[config.mk]
export PLATFORM = sky130hd
export DESIGN_NAME = ffsa_ctrl
export DESIGN_NICKNAME = d
export VERILOG_FILES = /design/src/rtl/ffsa_pkg.sv /design/src/rtl/ffsa_ctrl.sv
export SDC_FILE = /design/constraint.sdc
export NUM_CORES = 1
export LEC_CHECK = 0
export ABC_AREA = 1
export BUFFER_PORTS_ARGS = -buffer_cell sky130_fd_sc_hd__buf_2
export CAP_MARGIN = 15
export CORE_AREA = 2 2 39 41
export DETAILED_ROUTE_END_ITERATION = 7
export DIE_AREA = 0 0 41 43
export PLACE_DENSITY_LB_ADDON = 0.12
export SLEW_MARGIN = 20
export SYNTH_ARGS = -nofsm -noshare
export SYNTH_HDL_FRONTEND = slang
export SYNTH_SLANG_ARGS = --single-unit
[constraint.sdc]
create_clock -name clk_i -period 1.2 [get_ports clk_i]
set_input_delay 0 -clock clk_i [delete_from_list [all_inputs] [get_ports clk_i]]
set_output_delay 0 -clock clk_i [all_outputs]
set_load 0.03 [all_outputs]
[src/rtl/ffsa_pkg.sv]
// Types, constants and codes shared by the segment allocator modules
package ffsa_pkg;

  localparam int unsigned MAX_SEGMENTS = 64;
  localparam int unsigned SEG_IDX_W    = $clog2(MAX_SEGMENTS);
  localparam int unsigned CNT_W        = SEG_IDX_W + 1;
  localparam int unsigned ADDR_W       = 24;
  localparam int unsigned LEN_W        = ADDR_W + 1;
  localparam int unsigned EXT_W        = LEN_W + 1;
  localparam int unsigned AL_W         = 5;
  localparam int unsigned PAD_W        = 32;
  localparam int unsigned ENTRY_W      = ADDR_W + LEN_W;
  localparam logic [LEN_W-1:0] SPACE_SIZE = LEN_W'(1) << ADDR_W;

  typedef enum logic [1:0] {
    OP_ALLOC_FIRST = 2'd0,
    OP_ALLOC_LAST  = 2'd1,
    OP_FREE        = 2'd2,
    OP_QUERY       = 2'd3
  } op_e;

  typedef enum logic [1:0] {
    ST_OK     = 2'd0,
    ST_NOFIT  = 2'd1,
    ST_FULL   = 2'd2,
    ST_BADLEN = 2'd3
  } status_e;

  typedef enum logic [3:0] {
    S_IDLE, S_SCAN_RD, S_SCAN_EV, S_DECIDE, S_WR1, S_SHF_RD, S_SHF_WR, S_INS, S_DONE
  } state_e;

  typedef enum logic [3:0] {
    CMD_NONE, CMD_LOAD, CMD_SCAN_RD, CMD_SCAN_EV, CMD_DECIDE, CMD_WR1,
    CMD_SHF_RD, CMD_SHF_WR, CMD_INS, CMD_DONE
  } cmd_e;

  typedef struct packed {
    logic bad;
    logic scan_end;
    logic hit;
    logic ok;
    logic shift;
    logic shf_end;
  } dp_status_t;

endpackage

[src/rtl/ffsa_ctrl.sv]
// Sequencer that steps the allocator datapath through scan, update and shift
module ffsa_ctrl import ffsa_pkg::*; (
  input  logic       clk_i,
  input  logic       rst_ni,
  input  logic       start_i,
  input  dp_status_t stat_i,
  output cmd_e       cmd_o,
  output logic       busy_o
);

  state_e state_q, state_d;

  always_ff @(posedge clk_i or negedge rst_ni) begin
    if (!rst_ni) begin
      state_q <= S_IDLE;
    end else begin
      state_q <= state_d;
    end
  end

  always_comb begin
    state_d = state_q;
    cmd_o   = CMD_NONE;
    unique case (state_q)
      S_IDLE: begin
        if (start_i) begin
          cmd_o   = CMD_LOAD;
          state_d = S_SCAN_RD;
        end
      end
      S_SCAN_RD: begin
        if (stat_i.bad) begin
          state_d = S_DONE;
        end else if (stat_i.scan_end) begin
          state_d = S_DECIDE;
        end else begin
          cmd_o   = CMD_SCAN_RD;
          state_d = S_SCAN_EV;
        end
      end
      S_SCAN_EV: begin
        cmd_o   = CMD_SCAN_EV;
        state_d = stat_i.hit ? S_DECIDE : S_SCAN_RD;
      end
      S_DECIDE: begin
        cmd_o   = CMD_DECIDE;
        state_d = S_WR1;
      end
      S_WR1: begin
        if (!stat_i.ok) begin
          state_d = S_DONE;
        end else begin
          cmd_o   = CMD_WR1;
          state_d = S_SHF_RD;
        end
      end
      S_SHF_RD: begin
        if (!stat_i.shift || stat_i.shf_end) begin
          state_d = S_INS;
        end else begin
          cmd_o   = CMD_SHF_RD;
          state_d = S_SHF_WR;
        end
      end
      S_SHF_WR: begin
        cmd_o   = CMD_SHF_WR;
        state_d = S_SHF_RD;
      end
      S_INS: begin
        cmd_o   = CMD_INS;
        state_d = S_DONE;
      end
      S_DONE: begin
        cmd_o   = CMD_DONE;
        state_d = S_IDLE;
      end
      default: begin
        state_d = S_IDLE;
      end
    endcase
  end

  assign busy_o = (state_q != S_IDLE);

endmodule

### Word level (Yosys, flattened, before mapping)

Index checks and enable logic that the tools add are counted.

* muxes and demuxes: 13
* reduce and logical (&&, ||, !) cells: 4
* equal/unequal tests: 9

Operators by type and width (count)
* 4-bit one-hot mux with 9 select lines: 1
* 4-bit one-hot mux with 8 select lines: 1
* 4-bit by 3-bit equality test with 1-bit output (second input constant): 4
* 4-bit two-way mux: 3
* 4-bit by 2-bit equality test with 1-bit output (second input constant): 2
* 2-bit two-way mux: 3
* 3-bit two-way mux: 2
* 4-bit by 1-bit equality test with 1-bit output (second input constant): 1
* 4-bit equality test (second input constant): 1
* 4-bit logical NOT: 1
* 4-bit nonzero test: 1
* 1-bit two-way mux: 3
* 2-bit inequality test (second input constant): 1
* 1-bit logical NOT: 1
* 1-bit logical OR: 1

* logic and storage cells: 27
* output and inout port bits: 5
* register bits after elaboration: 4

### Longest topological paths before layout

Gate-level depths: netlist of the first run.

* depth in word-level cells: 4
* depth in mapped cells: 7
* depth with buffers taken out: 7

### Least setup slack after synthesis of the first run

Ideal clock, no wire load.

* kind: register to output
* start point: register state_q[3]
* end point: output port cmd_o[2]
* path buffers: 0
* arrival time: 1.164 ns
* setup slack: 0.036 ns
* stages on the path, launching flop included: 4
* required time: 1.200 ns
* cells stage by stage: dfrtp_1 > nor2_2 > nand2_1 > o21ai_1

* longest elaborated chain between the ends: 2

Ends and longest elaborated chain
* start, declared: RTL line ffsa_ctrl.sv:11 `state_e state_q, state_d;`
* start signal, assigned: RTL line ffsa_ctrl.sv:17 `state_q <= state_d;`
* 4-bit equality test (tied with other cells): RTL line ffsa_ctrl.sv:24 `unique case (state_q)`
* 4-bit one-hot mux with 9 select lines (*): RTL line ffsa_ctrl.sv:24
* end, declared: RTL line ffsa_ctrl.sv:7 `output cmd_e cmd_o,`

Every way passes the cells marked *; elsewhere a longest branch is shown, timed or not.

### Worst setup path after layout of the first run

* start point: register state_q[1]
* end point: output port cmd_o[2]

Same word-level chain as after synthesis.

==> run metrics, run 1 <==
outcome=finished with violations; failing checks=negative setup slack; final count of negative-setup-slack endpoints=6; Worst Clk Skew=0.00116 ns; RePlAce Congestion=0.712; Synth Register Bits=4; CTS root buf=clkbuf_4; arrival time at the worst endpoint=1.33 ns; Core ar.=1380 sq um; peak supply drop=0.980 mV; Worst Path Required=1.20 ns; Synth area leader=dfrtp_1; Worst Hold Class=in2reg; die width=41 um; Worst Hold Slack=0.0442 ns; Net Switching=0.000743 W; 1st-iter DRT viols=6; grt met2 use=0.206; Mapped Avg Cell Area=6.26 sq um; Via density=4.59; first drt pass iteration count=4; Clock Latency Late Sink=0.23 ns; flop-to-flop setup slack=-0.06 ns; PortBufs=13; M3 GR Usage=0.0314; Max FO, Critical Path=5; largest registers=state_q: 4 flops; hpwl dp=663 um; met1 usage=0.163; Num CTS Buffers=3; Routed Antenna Nets=0; Worst R2R End=state_q[0]; Nets=87; hold path startpoint=stat_i[5]; WS Path Type=reg2out; Logic pwr share=0.692; Post-route DRC=0; hold path depth=2; Worst-path clk slew=0.04 ns; max cap viols=0; CP Launch Type=flop; most frequent cell after synthesis=nand2_1; pin count of the biggest net entering global routing=7; Area Overhead vs Synth=82.0%; Slew Viols, Final=0; RSZ-0062 raised after global routing=yes; final wirelength=945 um; Setup WS pre-CTS=-0.000994 ns; Worst slew margin=0.859; CTS tree=yes; routed vias=422; final count of hold timing violations=0; final instance area=569 sq um; worst r2r path cells=7; yosys warns=0; multi-input logic area=234 sq um; Syn Nets=59; Netlist cell types=12; Hold EP=state_q[1]; Area after DPL=413 sq um; register area=103 sq um; # H-tree levels=1; Final WS setup=-0.126 ns; f_max=0.754 GHz; RR Startpoint=state_q[3]; area share of the largest cell type after synthesis=0.320; number of global-route vias before repair=401; max reg flops=4; Mapped Area=313 sq um; initial core utilization=0.226; layout cells sized above 1=0.553; first-pass GRT wire length=1.56 mm; Area contributors post-synth=dfrtp_1 (32%), nand2_1 (14%), nand3_1 (13%); number of synthesized flops with an enable pin=0; Pleak=0.296 nW; die footprint=1760 sq um; sw frac=0.510; final period utilization=1.10; Clock power frac=0.110; Filler Cell Count=159; Internal=0.000715 W; Tightest Pin Transition=0.211 ns; I/O pin cnt=14; cell row count=14; Top reg by flops=state_q; GR peak layer=met2; clk sinks=4; initial antenna violation count=0; Avg WL per Cell=10.3 um; register share of total power=0.199; most frequent cells after synthesis=nand2_1 (12), nand3_1 (8), nor2_1 (8); grt ovf=0; crit path capture type=output pin; asr flop ratio synth=1.00; crit path time final=1.33 ns; prevailing post-synth register cell=dfrtp_1; DIE HEIGHT=43 um; PwrDens=2560 nW/um^2; Synth Instances=50; gr usage total=0.135; register area share after synthesis=0.320; Longest Clk Path Bufs=2; antenna diode count=0
==> worst max-delay path by stage <==
stage | start | to | slack, ns | depth (start not counted)
global route | state_q[1] | cmd_o[2] | -0.21 | 6
finish | state_q[1] | cmd_o[2] | -0.13 | 6
floorplan | state_q[3] | cmd_o[2] | 0.04 | 3
global placement | state_q[3] | cmd_o[2] | -0.04 | 6
CTS | state_q[1] | cmd_o[0] | -0.12 | 5
detailed placement | state_q[3] | cmd_o[2] | -0.001 | 6
==> area by class of cell <==
cell class	count	share of cell area
sequential	4	0.180
inverter	7	0.0462
timing repair buffer	23	0.288
tap	16	0.0352
multi-input combinational	39	0.411
clock buffer	3	0.0396
==> per-layer routing <==
layer	up-vias	routed length, um	part of all wire
li1	217	-	-
met1	190	378	0.40
met2	13	500	0.53
met3	2	47	0.050
met4	0	18	0.019
met5	-	0	0
==> cells by family after synthesis <==
family | share of synthesized area
compound gates | 0.0640
buf+inv | 0.0840
flops | 0.320
simple gates | 0.532
==> cells in the final DEF, fill, tap and decap left out <==
| cell type | instances |
|---|---|
| buf_2 | 9 |
| buf_4 | 10 |
| buf_6 | 3 |
| clkbuf_4 | 3 |
| dfrtp_1 | 2 |
| dfrtp_2 | 2 |
| dlygate4sd3_1 | 1 |
| inv_1 | 4 |
| inv_2 | 3 |
| nand2_1 | 10 |
| nand2_2 | 3 |
| nand3_1 | 5 |
| nand3_2 | 2 |
| nand3_4 | 1 |
| nand3b_1 | 1 |
| nand4_1 | 2 |
| nor2_1 | 6 |
| nor2_2 | 3 |
| nor2_4 | 3 |
| o211ai_1 | 2 |
| o21ai_1 | 1 |
==> through the flow <==
stage | utilization | setup TNS [ns] | total power, W | cells
floorplan | - | 0 | 0.000796 | 50
detailed placement | 0.298 | -0.000994 | 0.00103 | 81
CTS | 0.380 | -0.492 | 0.00136 | 90
finish | 0.411 | -0.511 | 0.00146 | 92
global placement | 0.298 | -0.0375 | 0.00104 | 81
global route | 0.411 | -1.05 | 0.00160 | 92
==> timing repair <==
action	CTS	global route
setup endpoints to repair	4	7
pin swaps	3	4
gates resized for setup	13	8
hold endpoints to repair	4	0
hold buffers	1	0
buffers inserted	5	2
==> power groups by stage <==
stage / sequential (W) / clock, W / combinational, W
after floorplan: 0.000249 / 0 / 0.000547
after global placement: 0.000259 / 0 / 0.000781
after detailed placement: 0.000257 / 0 / 0.000773
after CTS: 0.000282 / 0.000168 / 0.000909
after global routing: 0.000298 / 0.000176 / 0.00112
final: 0.000290 / 0.000160 / 0.00101
==> critical path, cell delays in order (launching register included) <==
cell,delay [ns]
dfrtp_2,0.45
buf_6,0.14
nand3_2,0.06
nand2_2,0.06
nor2_2,0.14
o21ai_1,0.08
buf_4,0.17
No activity file was read; power rests on OpenSTA's default activity.
==> run 2: changes to the inputs <==
--- a/config.mk
+++ b/config.mk
@@ -11,7 +11,7 @@
 export CORE_AREA = 2 2 39 41
 export DETAILED_ROUTE_END_ITERATION = 7
 export DIE_AREA = 0 0 41 43
-export PLACE_DENSITY_LB_ADDON = 0.12
+export PLACE_DENSITY = 0.46
 export SLEW_MARGIN = 20
 export SYNTH_ARGS = -nofsm -noshare
 export SYNTH_HDL_FRONTEND = slang
==> run 2 against run 1 <==
Largest power group unchanged. First-iteration DRC count increased by 67%. Routed wire length increased by 27%. Hold slack got worse by 0.011 ns. Global-route usage increased by 0.79 points. Sequential cell count unchanged. Die area unchanged. The flow still finishes with violations (negative setup slack). Total power increased by 23%. Maximum frequency decreased by 2.9%. Critical endpoint unchanged.
==> run metrics, run 2 (synthesis gave the netlist of run 1 again) <==
outcome=finished with violations; failing checks=negative setup slack; hpwl dp=652 um; max reg flops=4; die footprint=1760 sq um; final count of hold timing violations=0; placed cells=81; Non-Filler Instances=97; Tightest Pin Transition=0.223 ns; Final WS setup=-0.166 ns; Avg WL per Cell=12.4 um; most frequent cells in the layout=buf_4 (13), nand2_1 (10), buf_2 (8); CTS tree=yes; Worst-path clk slew=0.04 ns; most common cell after layout, fill and taps aside=buf_4; grt ovf=0; initial antenna violation count=0; final period utilization=1.14; Num CTS Buffers=3; f_max=0.732 GHz; arrival time at the worst endpoint=1.37 ns; Nets=92; PwrDens=2820 nW/um^2; Max FO, Critical Path=4; Area Overhead vs Synth=104%; first drt pass iteration count=6; clk sinks=4; Worst slew margin=0.852; Pleak=0.323 nW; Filler Cell Count=139; sw frac=0.482; Longest Clk Path Bufs=2; Logic pwr share=0.729; Worst Hold Class=in2reg; Worst Path Required=1.20 ns; die width=41 um; total power=0.00180 W; Clock power frac=0.092; final wirelength=1.20 mm; final count of negative-setup-slack endpoints=6; post-layout util=0.461; register share of total power=0.178; multi-input logic area=249 sq um; Net Switching=0.000867 W; crit path time final=1.37 ns; Internal=0.000932 W; layout cells sized above 1=0.593; DIE HEIGHT=43 um; CP Launch Type=flop; register area=104 sq um; antenna diode count=0; RePlAce Congestion=0.735; Area after DPL=413 sq um; Post-route DRC=0; Clock Latency Late Sink=0.24 ns; PortBufs=13; largest registers=state_q: 4 flops; Via density=4.87; I/O pin cnt=14; routed vias=472; Routed Antenna Nets=0; number of global-route vias before repair=421; 1st-iter DRT viols=10; RSZ-0062 raised after global routing=yes; initial core utilization=0.226; first-pass GRT wire length=1.64 mm; Core ar.=1380 sq um; flop-to-flop setup slack=-0.17 ns; # H-tree levels=1; cell row count=14; pin count of the biggest net entering global routing=7; WS Path Type=reg2out; Worst Clk Skew=0.00528 ns; gr usage total=0.143; max cap viols=0; TNS Setup=-0.664 ns; Top reg by flops=state_q; Slew Viols, Final=0; crit path capture type=output pin; peak supply drop=1.01 mV; CTS root buf=clkbuf_4; final instance area=638 sq um
run 2: cell types whose count changed in the layout (fill, tap and decap cells not counted), sizes merged:
cell	change
dlygate4sd3	+1
buf	+4
run 2: timing repair:
action | 4_1_cts | 5_1_grt
endpoints found under the setup margin | 4 | 6
endpoints found under the hold margin | 4 | 1
gates resized for setup | 20 | 8
hold buffers | 1 | 1
pin swaps | 4 | 8
setup buffers | 6 | 5
run 2: final cells by class:
class,count,share of cell area
Tap cell,16,0.0314
Clock buffer,3,0.0353
Inverter,7,0.0451
Multi-Input combinational cell,39,0.390
Timing Repair Buffer,28,0.335
Sequential cell,4,0.163
run 2: routing by layer:
layer	part of all wire	wire length, um	GRT usage
met1	0.40	478	0.162
met4	0	0	0.0800
met2	0.53	636	0.213
met5	0	0	0
met3	0.068	82	0.0628
run 2: worst paths after layout:
| check | from | endpoint | depth (start not counted) |
|---|---|---|---|
| worst max-delay path | state_q[3] | cmd_o[2] | 6 |
| worst min-delay path | stat_i[5] | state_q[1] | 2 |
| worst max register to register | state_q[1] | state_q[0] | 8 |
| worst min register to register | state_q[2] | state_q[1] | 3 |
| max in group asynchronous | rst_ni | state_q[1] | 2 |
| min in group asynchronous | rst_ni | state_q[2] | 2 |
run 2: critical path: stages (launching register included):
cell and delay [ns]:
dfrtp_2 0.45, nor2_4 0.16, nand3_2 0.12, nand2_2 0.08
nor2_2 0.04, o21ai_1 0.09, buf_4 0.19
run 2: power by group through the flow:
| stage | logic (W) | clock network, W | registers (W) |
|---|---|---|---|
| floorplan | 0.000547 | 0 | 0.000249 |
| global placement | 0.000779 | 0 | 0.000258 |
| detailed placement | 0.000762 | 0 | 0.000261 |
| CTS | 0.00110 | 0.000171 | 0.000301 |
| global route | 0.00140 | 0.000187 | 0.000326 |
| finish | 0.00131 | 0.000166 | 0.000320 |
run 2: metrics by stage:
stage	setup WS (ns)	hold slack [ns]
global placement	0.0290	-0.191
floorplan	0.0360	-0.296
CTS	-0.108	0.00683
global route	-0.268	0.0383
detailed placement	0.0384	-0.190
finish	-0.166	0.0329
