File: src/rtl/ffsa_pkg.sv
// Types, constants and codes shared by the segment allocator modules
package ffsa_pkg;

  localparam int unsigned MAX_SEGMENTS = 64;
  localparam int unsigned SEG_IDX_W    = $clog2(MAX_SEGMENTS);
  localparam int unsigned CNT_W        = SEG_IDX_W + 1;
  localparam int unsigned ADDR_W       = 24;
  localparam int unsigned LEN_W        = ADDR_W + 1;
  localparam int unsigned EXT_W        = LEN_W + 1;
  localparam int unsigned AL_W         = 5;
  localparam int unsigned PAD_W        = 32;
  localparam int unsigned ENTRY_W      = ADDR_W + LEN_W;
  localparam logic [LEN_W-1:0] SPACE_SIZE = LEN_W'(1) << ADDR_W;

  typedef enum logic [1:0] {
    OP_ALLOC_FIRST = 2'd0,
    OP_ALLOC_LAST  = 2'd1,
    OP_FREE        = 2'd2,
    OP_QUERY       = 2'd3
  } op_e;

  typedef enum logic [1:0] {
    ST_OK     = 2'd0,
    ST_NOFIT  = 2'd1,
    ST_FULL   = 2'd2,
    ST_BADLEN = 2'd3
  } status_e;

  typedef enum logic [3:0] {
    S_IDLE, S_SCAN_RD, S_SCAN_EV, S_DECIDE, S_WR1, S_SHF_RD, S_SHF_WR, S_INS, S_DONE
  } state_e;

  typedef enum logic [3:0] {
    CMD_NONE, CMD_LOAD, CMD_SCAN_RD, CMD_SCAN_EV, CMD_DECIDE, CMD_WR1,
    CMD_SHF_RD, CMD_SHF_WR, CMD_INS, CMD_DONE
  } cmd_e;

  typedef struct packed {
    logic bad;
    logic scan_end;
    logic hit;
    logic ok;
    logic shift;
    logic shf_end;
  } dp_status_t;

endpackage

File: src/rtl/ffsa_ram.sv
// Generic single-write, single-read RAM with registered read data
module ffsa_ram #(
  parameter int unsigned WIDTH = 8,
  parameter int unsigned DEPTH = 16
) (
  input  logic                     clk_i,
  input  logic                     we_i,
  input  logic [$clog2(DEPTH)-1:0] waddr_i,
  input  logic [WIDTH-1:0]         wdata_i,
  input  logic                     re_i,
  input  logic [$clog2(DEPTH)-1:0] raddr_i,
  output logic [WIDTH-1:0]         rdata_o
);

  logic [WIDTH-1:0] mem_q [DEPTH];
  logic [WIDTH-1:0] rdata_q;

  always_ff @(posedge clk_i) begin
    if (we_i) begin
      mem_q[waddr_i] <= wdata_i;
    end
    if (re_i) begin
      rdata_q <= mem_q[raddr_i];
    end
  end

  assign rdata_o = rdata_q;

endmodule

File: src/rtl/ffsa_dp.sv
// Segment table, scan evaluation, update planning and result registers
module ffsa_dp import ffsa_pkg::*; (
  input  logic                clk_i,
  input  logic                rst_ni,
  input  cmd_e                cmd_i,
  output dp_status_t          stat_o,
  input  logic [1:0]          operation_i,
  input  logic [LEN_W-1:0]    length_i,
  input  logic [AL_W-1:0]     align_log2_i,
  input  logic [ADDR_W-1:0]   release_address_i,
  output logic                result_valid_o,
  output logic [1:0]          status_o,
  output logic [ADDR_W-1:0]   granted_address_o,
  output logic [LEN_W-1:0]    total_free_o
);

  op_e                op_q;
  logic [LEN_W-1:0]   len_q;
  logic [AL_W-1:0]    al_q;
  logic [ADDR_W-1:0]  addr_q;
  logic [CNT_W-1:0]   cnt_q, idx_q, k_q, sp_q, lim_q, w1_idx_q, ins_idx_q;
  logic [LEN_W-1:0]   sum_q, pl_q, hl_q;
  logic [ADDR_W-1:0]  pb_q, hb_q, grant_q;
  logic [PAD_W-1:0]   pad_q;
  status_e            stat_q;
  logic               bad_q, hit_q, wr1_q, shift_q, dn_q, ins_q, inc_q, dec_q;
  logic [ENTRY_W-1:0] w1_data_q, ins_data_q;
  logic               res_vld_q;
  logic [1:0]         res_st_q;
  logic [ADDR_W-1:0]  res_grant_q;
  logic [LEN_W-1:0]   res_total_q;

  logic [ENTRY_W-1:0]   rd_data;
  logic [ADDR_W-1:0]    rd_base;
  logic [LEN_W-1:0]     rd_len;
  logic                 is_alloc, from_top, full, ev_hit, fits;
  logic [CNT_W-1:0]     scan_addr, sp_nxt;
  logic [PAD_W-1:0]     mask, pad_c;
  logic [LEN_W-1:0]     leftover;
  logic [ADDR_W-1:0]    place;
  logic [EXT_W-1:0]     fend, pend, in_end;
  logic                 in_len_bad;
  logic                 we, re;
  logic [SEG_IDX_W-1:0] waddr, raddr;
  logic [ENTRY_W-1:0]   wdata;

  assign rd_base  = rd_data[ENTRY_W-1:LEN_W];
  assign rd_len   = rd_data[LEN_W-1:0];
  assign is_alloc = (op_q == OP_ALLOC_FIRST) || (op_q == OP_ALLOC_LAST);
  assign from_top = (op_q == OP_ALLOC_LAST);
  assign full     = (cnt_q >= CNT_W'(MAX_SEGMENTS));

  assign scan_addr = from_top ? CNT_W'(cnt_q - idx_q - CNT_W'(1)) : idx_q;
  assign mask      = (PAD_W'(1) << al_q) - PAD_W'(1);
  assign pad_c     = (PAD_W'(0) - PAD_W'(rd_base)) & mask;
  assign fits      = ((PAD_W + 1)'(pad_c) + (PAD_W + 1)'(len_q)) <= (PAD_W + 1)'(rd_len);
  assign ev_hit    = is_alloc ? fits : ((op_q == OP_FREE) && (rd_base >= addr_q));

  assign leftover = LEN_W'(hl_q - len_q - LEN_W'(pad_q));
  assign place    = ADDR_W'(hb_q + pad_q[ADDR_W-1:0]);
  assign fend     = EXT_W'(addr_q) + EXT_W'(len_q);
  assign pend     = EXT_W'(pb_q) + EXT_W'(pl_q);

  assign in_end     = EXT_W'(release_address_i) + EXT_W'(length_i);
  assign in_len_bad = (length_i == '0) || (length_i > SPACE_SIZE);

  assign sp_nxt = dn_q ? CNT_W'(sp_q + CNT_W'(1)) : CNT_W'(sp_q - CNT_W'(1));

  assign stat_o.bad      = bad_q;
  assign stat_o.scan_end = (idx_q >= cnt_q);
  assign stat_o.hit      = ev_hit;
  assign stat_o.ok       = (stat_q == ST_OK);
  assign stat_o.shift    = shift_q;
  assign stat_o.shf_end  = dn_q ? (CNT_W'(sp_q + CNT_W'(1)) >= cnt_q) : (sp_q <= lim_q);

  always_comb begin
    we    = 1'b0;
    waddr = w1_idx_q[SEG_IDX_W-1:0];
    wdata = w1_data_q;
    unique case (cmd_i)
      CMD_WR1: begin
        we = wr1_q;
      end
      CMD_SHF_WR: begin
        we    = 1'b1;
        waddr = sp_q[SEG_IDX_W-1:0];
        wdata = rd_data;
      end
      CMD_INS: begin
        we    = ins_q;
        waddr = ins_idx_q[SEG_IDX_W-1:0];
        wdata = ins_data_q;
      end
      default: begin
        we = 1'b0;
      end
    endcase
  end

  assign re    = (cmd_i == CMD_SCAN_RD) || (cmd_i == CMD_SHF_RD);
  assign raddr = (cmd_i == CMD_SHF_RD) ? sp_nxt[SEG_IDX_W-1:0] : scan_addr[SEG_IDX_W-1:0];

  ffsa_ram #(
    .WIDTH (ENTRY_W),
    .DEPTH (MAX_SEGMENTS)
  ) u_table (
    .clk_i   (clk_i),
    .we_i    (we),
    .waddr_i (waddr),
    .wdata_i (wdata),
    .re_i    (re),
    .raddr_i (raddr),
    .rdata_o (rd_data)
  );

  always_ff @(posedge clk_i or negedge rst_ni) begin
    if (!rst_ni) begin
      cnt_q     <= '0;
      res_vld_q <= 1'b0;
    end else begin
      res_vld_q <= (cmd_i == CMD_DONE);
      if (cmd_i == CMD_DONE && stat_q == ST_OK) begin
        if (inc_q) begin
          cnt_q <= CNT_W'(cnt_q + CNT_W'(1));
        end else if (dec_q) begin
          cnt_q <= CNT_W'(cnt_q - CNT_W'(1));
        end
      end
    end
  end

  always_ff @(posedge clk_i) begin
    case (cmd_i)
      CMD_LOAD: begin
        op_q    <= op_e'(operation_i);
        len_q   <= length_i;
        al_q    <= align_log2_i;
        addr_q  <= release_address_i;
        idx_q   <= '0;
        sum_q   <= '0;
        hit_q   <= 1'b0;
        wr1_q   <= 1'b0;
        shift_q <= 1'b0;
        ins_q   <= 1'b0;
        inc_q   <= 1'b0;
        dec_q   <= 1'b0;
        bad_q   <= 1'b0;
        stat_q  <= ST_OK;
        if (operation_i != OP_QUERY) begin
          if (in_len_bad || (operation_i == OP_FREE && in_end > EXT_W'(SPACE_SIZE))) begin
            bad_q  <= 1'b1;
            stat_q <= ST_BADLEN;
          end
        end
      end
      CMD_SCAN_EV: begin
        if (ev_hit) begin
          hit_q <= 1'b1;
          k_q   <= scan_addr;
          hb_q  <= rd_base;
          hl_q  <= rd_len;
          pad_q <= pad_c;
        end else begin
          idx_q <= CNT_W'(idx_q + CNT_W'(1));
          pb_q  <= rd_base;
          pl_q  <= rd_len;
          sum_q <= LEN_W'(sum_q + rd_len);
        end
      end
      CMD_DECIDE: begin
        grant_q <= place;
        if (is_alloc) begin
          if (!hit_q) begin
            stat_q <= ST_NOFIT;
          end else if (pad_q == '0) begin
            if (leftover != '0) begin
              wr1_q     <= 1'b1;
              w1_idx_q  <= k_q;
              w1_data_q <= {ADDR_W'(hb_q + len_q[ADDR_W-1:0]), leftover};
            end else begin
              shift_q <= 1'b1;
              dn_q    <= 1'b1;
              sp_q    <= k_q;
              dec_q   <= 1'b1;
            end
          end else if (leftover != '0 && full) begin
            stat_q <= ST_FULL;
          end else begin
            wr1_q     <= 1'b1;
            w1_idx_q  <= k_q;
            w1_data_q <= {hb_q, LEN_W'(pad_q)};
            if (leftover != '0) begin
              shift_q    <= 1'b1;
              dn_q       <= 1'b0;
              sp_q       <= cnt_q;
              lim_q      <= CNT_W'(k_q + CNT_W'(1));
              ins_q      <= 1'b1;
              ins_idx_q  <= CNT_W'(k_q + CNT_W'(1));
              ins_data_q <= {ADDR_W'(place + len_q[ADDR_W-1:0]), leftover};
              inc_q      <= 1'b1;
            end
          end
        end else if (op_q == OP_FREE) begin
          if ((hit_q && fend > EXT_W'(hb_q)) || (idx_q != '0 && pend > EXT_W'(addr_q))) begin
            stat_q <= ST_BADLEN;
          end else if (hit_q && fend == EXT_W'(hb_q) && idx_q != '0 &&
                       pend == EXT_W'(addr_q)) begin
            wr1_q     <= 1'b1;
            w1_idx_q  <= CNT_W'(idx_q - CNT_W'(1));
            w1_data_q <= {pb_q, LEN_W'(pl_q + len_q + hl_q)};
            shift_q   <= 1'b1;
            dn_q      <= 1'b1;
            sp_q      <= idx_q;
            dec_q     <= 1'b1;
          end else if (idx_q != '0 && pend == EXT_W'(addr_q)) begin
            wr1_q     <= 1'b1;
            w1_idx_q  <= CNT_W'(idx_q - CNT_W'(1));
            w1_data_q <= {pb_q, LEN_W'(pl_q + len_q)};
          end else if (hit_q && fend == EXT_W'(hb_q)) begin
            wr1_q     <= 1'b1;
            w1_idx_q  <= idx_q;
            w1_data_q <= {addr_q, LEN_W'(hl_q + len_q)};
          end else if (full) begin
            stat_q <= ST_FULL;
          end else begin
            shift_q    <= 1'b1;
            dn_q       <= 1'b0;
            sp_q       <= cnt_q;
            lim_q      <= idx_q;
            ins_q      <= 1'b1;
            ins_idx_q  <= idx_q;
            ins_data_q <= {addr_q, len_q};
            inc_q      <= 1'b1;
          end
        end
      end
      CMD_SHF_WR: begin
        sp_q <= sp_nxt;
      end
      CMD_DONE: begin
        res_st_q    <= stat_q;
        res_grant_q <= (is_alloc && stat_q == ST_OK) ? grant_q : '0;
        res_total_q <= (op_q == OP_QUERY) ? sum_q : '0;
      end
      default: begin
      end
    endcase
  end

  assign result_valid_o    = res_vld_q;
  assign status_o          = res_st_q;
  assign granted_address_o = res_grant_q;
  assign total_free_o      = res_total_q;

endmodule

File: config.mk
export PLATFORM = sky130hd
export DESIGN_NAME = ffsa_dp
export DESIGN_NICKNAME = d
export VERILOG_FILES = /design/src/rtl/ffsa_pkg.sv /design/src/rtl/ffsa_ram.sv /design/src/rtl/ffsa_dp.sv
export SDC_FILE = /design/constraint.sdc
export NUM_CORES = 2
export LEC_CHECK = 0
export ABC_AREA = 1
export BUFFER_PORTS_ARGS = -buffer_cell sky130_fd_sc_hd__buf_2
export CORE_MARGIN = 4
export CORE_UTILIZATION = 25
export DETAILED_ROUTE_END_ITERATION = 8
export GPL_TIMING_DRIVEN = 0
export PLACE_DENSITY = 0.41
export SYNTH_ARGS = -nofsm -noshare
export SYNTH_HDL_FRONTEND = slang
export SYNTH_SLANG_ARGS = --single-unit
File: constraint.sdc
create_clock -name clk_i -period 10.7 [get_ports clk_i]
set_input_delay 1.07 -clock clk_i [delete_from_list [all_inputs] [get_ports clk_i]]
set_output_delay 1.07 -clock clk_i [all_outputs]
set_load 0.03 [all_outputs]
# == Yosys cells after proc, flatten, opt, wreduce, memory -nomap -nowiden ==
# Memory sizes are Yosys's and may differ from the RTL's. A register that Yosys moved wholly into a read port is not among the register bits.
# Index checks and enable logic that the tools add are counted.
# classes
magnitude_cmp,10
bitwise,2
mul,0
reduce_logical,42
n_mux,135
n_eq_ne,61
n_div,0
shift,1
add_sub_neg,24
# ops
op,count
49-bit two-way mux,21
7-bit two-way mux,28
25-bit adder,4
49-bit one-hot mux with 2 select lines,1
24-bit by 25-bit adder with 26-bit output,3
24-bit adder,3
6-bit two-way mux,11
26-bit by 24-bit equality test with 1-bit output,2
26-bit by 24-bit greater-than comparator with 1-bit output,2
4-bit inequality test (second input constant),13
1-bit two-way mux,50
25-bit one-hot mux with 2 select lines,1
25-bit subtractor,2
3-bit inequality test (second input constant),16
32-bit by 25-bit adder with 33-bit output,1
33-bit by 25-bit less-or-equal comparator with 1-bit output,1
32-bit AND,1
32-bit logical NOT,1
1-bit by 5-bit << shifter with 32-bit output (first input constant),1
32-bit by 2-bit subtractor with 32-bit output (second input constant),1
10-bit AND reduction,3
7-bit by 1-bit adder with 7-bit output (second input constant),4
7-bit one-hot mux with 2 select lines,2
26-bit by 25-bit greater-than comparator with 1-bit output (second input constant),1
39 further kinds,102
# totals
mem_count,1
mem_bits_ro,0
ram_bits,3136
register_bits,435
latch_bits,0
# memory_table
name,depth,word_bits,rd,rd_clocked_by_memory_dff,wr,line,source
u_table.mem_q,64,49,1,1,1,ffsa_ram.sv:15,logic [WIDTH-1:0] mem_q [DEPTH];

# == Longest topological paths before layout ==
# logic_depth
ltp_word,10
ltp_mapped,38
ltp_nobuf,37

# == Hierarchy ==
# From an unflattened synthesis, not the netlist that was laid out.
# unflattened
cells_unflattened,15304
area_unflattened_um2,165451.2
# modules_own_cells
module,area_each_um2,cells_each,seq_area_each_um2,n_inst
ffsa_ram,126721.5,10328,95641.7,1
ffsa_dp,38729.6,4976,13022.5,1

# == Worst setup path before layout ==
# Ideal clock, no wire load.
# synth_timing
path_type,input port to flip-flop
from,in cmd_i[3]
to,"mem u_table.mem_q[32][0] in the netlist's numbering, enable pin"
stages,9
path_buffers,0
t_arrival_ns,7.048
required_ns,10.121
path_slack_ns,3.074
path_cell_list,inv_1 nor2_1 nand2_1 inv_2 nor2_1 a21oi_1 nor2_1 nand3_1 nor4_1
# synth_via
elab_chain_cells,4
# synth_rtl
item,line,source
from (decl),ffsa_dp.sv:5,"input cmd_e cmd_i,"
4-bit equality test / 4-bit by 3-bit equality test with 1-bit output (equally long branches),ffsa_dp.sv:80,unique case (cmd_i)
1-bit one-hot mux with 3 select lines,ffsa_dp.sv:80,
1-bit two-way mux,ffsa_ram.sv:19,if (we_i) begin
1-bit two-way mux (implied by the code),ffsa_ram.sv:20,mem_q[waddr_i] <= wdata_i;
to (decl),ffsa_ram.sv:15,
# Several ways; a longest one is shown, not always the timed one.

# == Final worst setup path ==
# layout_timing
from,reg al_q[1]
to,out stat_o[3] in the netlist's numbering
# layout_via
elab_chain_cells,6
# layout_rtl
item,line,source
from (decl),ffsa_dp.sv:19,logic [AL_W-1:0] al_q;
from (signal assigned),ffsa_dp.sv:137,al_q <= align_log2_i;
1-bit by 5-bit << shifter with 32-bit output,ffsa_dp.sv:54,assign mask = (PAD_W'(1) << al_q) - PAD_W'(1);
32-bit by 2-bit subtractor with 32-bit output,ffsa_dp.sv:54,
32-bit AND,ffsa_dp.sv:55,assign pad_c = (PAD_W'(0) - PAD_W'(rd_base)) & mask;
named net pad_c[4],ffsa_dp.sv:38,"logic [PAD_W-1:0] mask, pad_c;"
32-bit by 25-bit adder with 33-bit output,ffsa_dp.sv:56,assign fits = ((PAD_W + 1)'(pad_c) + (PAD_W + 1)'(len_q)) <= (PAD_W + 1)'(rd_len);
33-bit by 25-bit less-or-equal comparator with 1-bit output,ffsa_dp.sv:56,
1-bit two-way mux,ffsa_dp.sv:57,assign ev_hit = is_alloc ? fits : ((op_q == OP_FREE) && (rd_base >= addr_q));
to (decl),ffsa_dp.sv:6,"output dp_status_t stat_o,"
# The timed path passes the listed nets, and every way through them passes these cells.

==> impl_metrics.toml <==
[run_status]
status = "finished, violations left"
violations = "max-capacitance violations, max-slew violations"

[clock_tree]
cts_buffers = 403
clock-sinks = 3620
cts_tree = "yes"
clock_latency_ns = 1.09
h-tree-depth = 5
cts_buffer_depth = 4
cts-root-buf = "clkbuf_16"
post_cts_buffers = 0
clkTransAtPathRegs_ns = 0.05

[hold_path]
min_path_type = "input port to flip-flop"
hp-start = "align_log2_i[4]"

[drt]
drc = 0
first_pass_iters = 7
initialDrtViolationCount = 17670
vias_per_cell = 5.227
wl_mm = 820.0
avgRoutedWirePerCell_um = 33.79
postRouteAntennaNets = 0
vias = 126900

[worst_setup_path]
cp_max_fo = 8
startpoint_type = "flip-flop"
cp_common_cell = "a21oi_1"
critPathArrivalTime_ns = 8.86
cp_slowest_cell = "a211oi_1"
cp-startpoint = "al_q[1]"
cp.required_ns = 9.63
reg2reg_slack_ns = 1.72
r2r-start = "al_q[1]"
crit_type = "flip-flop to primary output"
cpPeakStageDelay_ns = 0.64
cp-end-kind = "primary output"

[final_layout]
mostFrequentLayoutCells = "3,612 x edfxtp_1, 2,359 x nor2_1, 1,847 x o21ai_0, 1,236 x nand2_1, 761 x o22ai_1"
finalNetCount = 15770
final_layout_size_suffix_gt1_share_pct = 12.45
area.growth.synth_to_final_pct = 20.62
final_common_cell = "edfxtp_1"
final_area_sq_um = 196500

[logic_synthesis]
synth_edf_count = 3612
synthArstFlopShare_pct = 0.2210
synth_top_area_share_pct = 66.56
ys_warn_count = 0
synthCells = 14050
synth_area_leaders = "edfxtp_1 67%, o21ai_0 5.7%, nor2_1 5.6%, ha_1 3.3%, o22ai_1 2.9%"
syn_area_sq_um = 162900
ys_seq_elements = 3620
post_synth.cell_area_avg_sq_um = 11.59
synth_cell_types = 65
synthFlopType = "edfxtp_1"
synth_top_area_cell = "edfxtp_1"
syn-num-nets = 14580
yosysSeqAreaShare_pct = 66.69

[global_route]
antenna_found_initial = 98
grt_pass1_vias = 118400
grt_usage_pct = 23.60
grt_max_degree = 65
grt_pass1_wl_mm = 1079
grt_overflow = 0

[placed_design]
dp_worst_setup_slack_ns = 1.652
place_area_sq_um = 183900
post-dp-hpwl_mm = 618.8
gp_congestion = 0.9444
portBuffers = 119

[timing]
max_slew_margin_pct = -11.98
skew_ns = 0.1232
layout_setup_ws_ns = 0.7723
finalHoldViolCount = 0
drv_slew = 27
rsz0062_at_grt = "false"
setup_violations = 0
whs_ns = 0.2564
finalCritPeriodShare_pct = 92.78
max_freq_mhz = 100.7
tightestPinTransition_ns = 1.680
finalSetupTns_ns = 0
fin_crit_ns = 9.928

[floorplanning]
die-area_sq_um = 664800
io_pins = 120
fp.dieH_um = 815.3
start_util_pct = 25.08
rows = 296
core-area_sq_um = 649600
die_w_um = 815.3

[power]
vdd_drop_max_v = 0.0001417
power_frac_seq_pct = 46.7
p_sw_share_pct = 28.24
power_frac_comb_pct = 12.5
p_leak_nw = 67.57
intPower_mw = 24.19
p_per_area_nw_per_um2 = 171.5
total_power_mw = 33.70
net-switching-power_mw = 9.517
pwr-share-clk_pct = 40.8

[run]
max_cap_viol_count = 6
[worst max-delay path: cells and delay by family, from the launching register on]
| kind | cells | cell delay [ns] |
|---|---|---|
| compound gates | 13 | 3.11 |
| xor+xnor | 1 | 0.21 |
| fa+ha+maj | 3 | 1.05 |
| simple gates | 11 | 2.32 |
| flops | 1 | 0.58 |
| buf+inv | 5 | 0.56 |
[stage by stage]
stage	util, %	cells
global placement	26.84	22820
global route	30.24	24230
floorplan	-	14050
detailed placement	28.31	23490
finish	30.26	24270
CTS	30.24	24220
[worst paths after layout]
kind	end	cells after the start
min	al_q[4]	1
min reg2reg	status_o[0]	0
max in group asynchronous	cnt_q[0]	2
min in group asynchronous	result_valid_o	2
max reg2reg	pad_q[28]	34
max	stat_o[3]	33
[flip-flops by register name, summed over array words and instances (netlist names), 24 cells and up]
signal and count:
granted_address_o 24, ins_data_q 49, u_table.mem_q 3136, pb_q 24, hl_q 25, addr_q 24
u_table.rdata_o 49, sum_q 25, total_free_o 25, w1_data_q 49, pl_q 25, hb_q 24
pad_q 32, len_q 25, grant_q 24
[cell type report]
type	instances	area, sq um
Tap cell	8642	10810
Timing Repair Buffer	791	9428
Multi-Input combinational cell	8994	48740
Clock buffer	503	10570
Fill cell	66770	453100
Buffer	760	3701
Clock inverter	231	1959
Sequential cell	3620	108700
Inverter	680	2561
Antenna cell	46	115.1
[synthesized netlist by cell type (41+ instances only)]
library cell and instances:
nand4_1 109, xor2_1 154, xnor2_1 84, o221ai_1 230
o211ai_1 123, nor2_1 2419, nor3_1 59, nand3_1 371
nor4_1 41, o22ai_1 761, inv_1 659, o21ai_0 1848
ha_1 424, nand2_1 1237, o21ai_1 400, buf_2 364
a21oi_1 438, clkbuf_1 317, edfxtp_1 3612
[timing repair]
action / CTS / global route
gates resized for setup: 0 / 0
endpoints found under the hold margin: 8 / 0
hold buffers: 1 / 0
[power by group through the flow]
stage	registers, mW	logic [mW]	clock network (mW)
6_report	15.7	4.21	13.8
5_1_grt	15.7	4.38	14.5
4_1_cts	15.7	4.10	13.9
3_5_place_dp	16.0	4.09	0
3_3_place_gp	16.1	3.93	0
2_1_floorplan	16.0	1.92	0
[per-layer routing]
layer  GRT usage [%]  wire length, um  up-vias
met5               0              214        -
met4           9.938            40400       32
met3           5.370            77350     1281
met2           36.70           363500     6541
met1           31.61           338600    64790
li1                -                -    54220
[cells by family after synthesis]
family          after synthesis  share of synthesized area [%]
xor+xnor                    238                          1.279
other cells                   1                       0.002301
fa+ha+maj                   461                          3.710
buf+inv                    1440                          3.837
simple gates               4308                          10.64
compound gates             3986                          13.84
flops                      3620                          66.69
No activity file was read; power rests on OpenSTA's default activity.
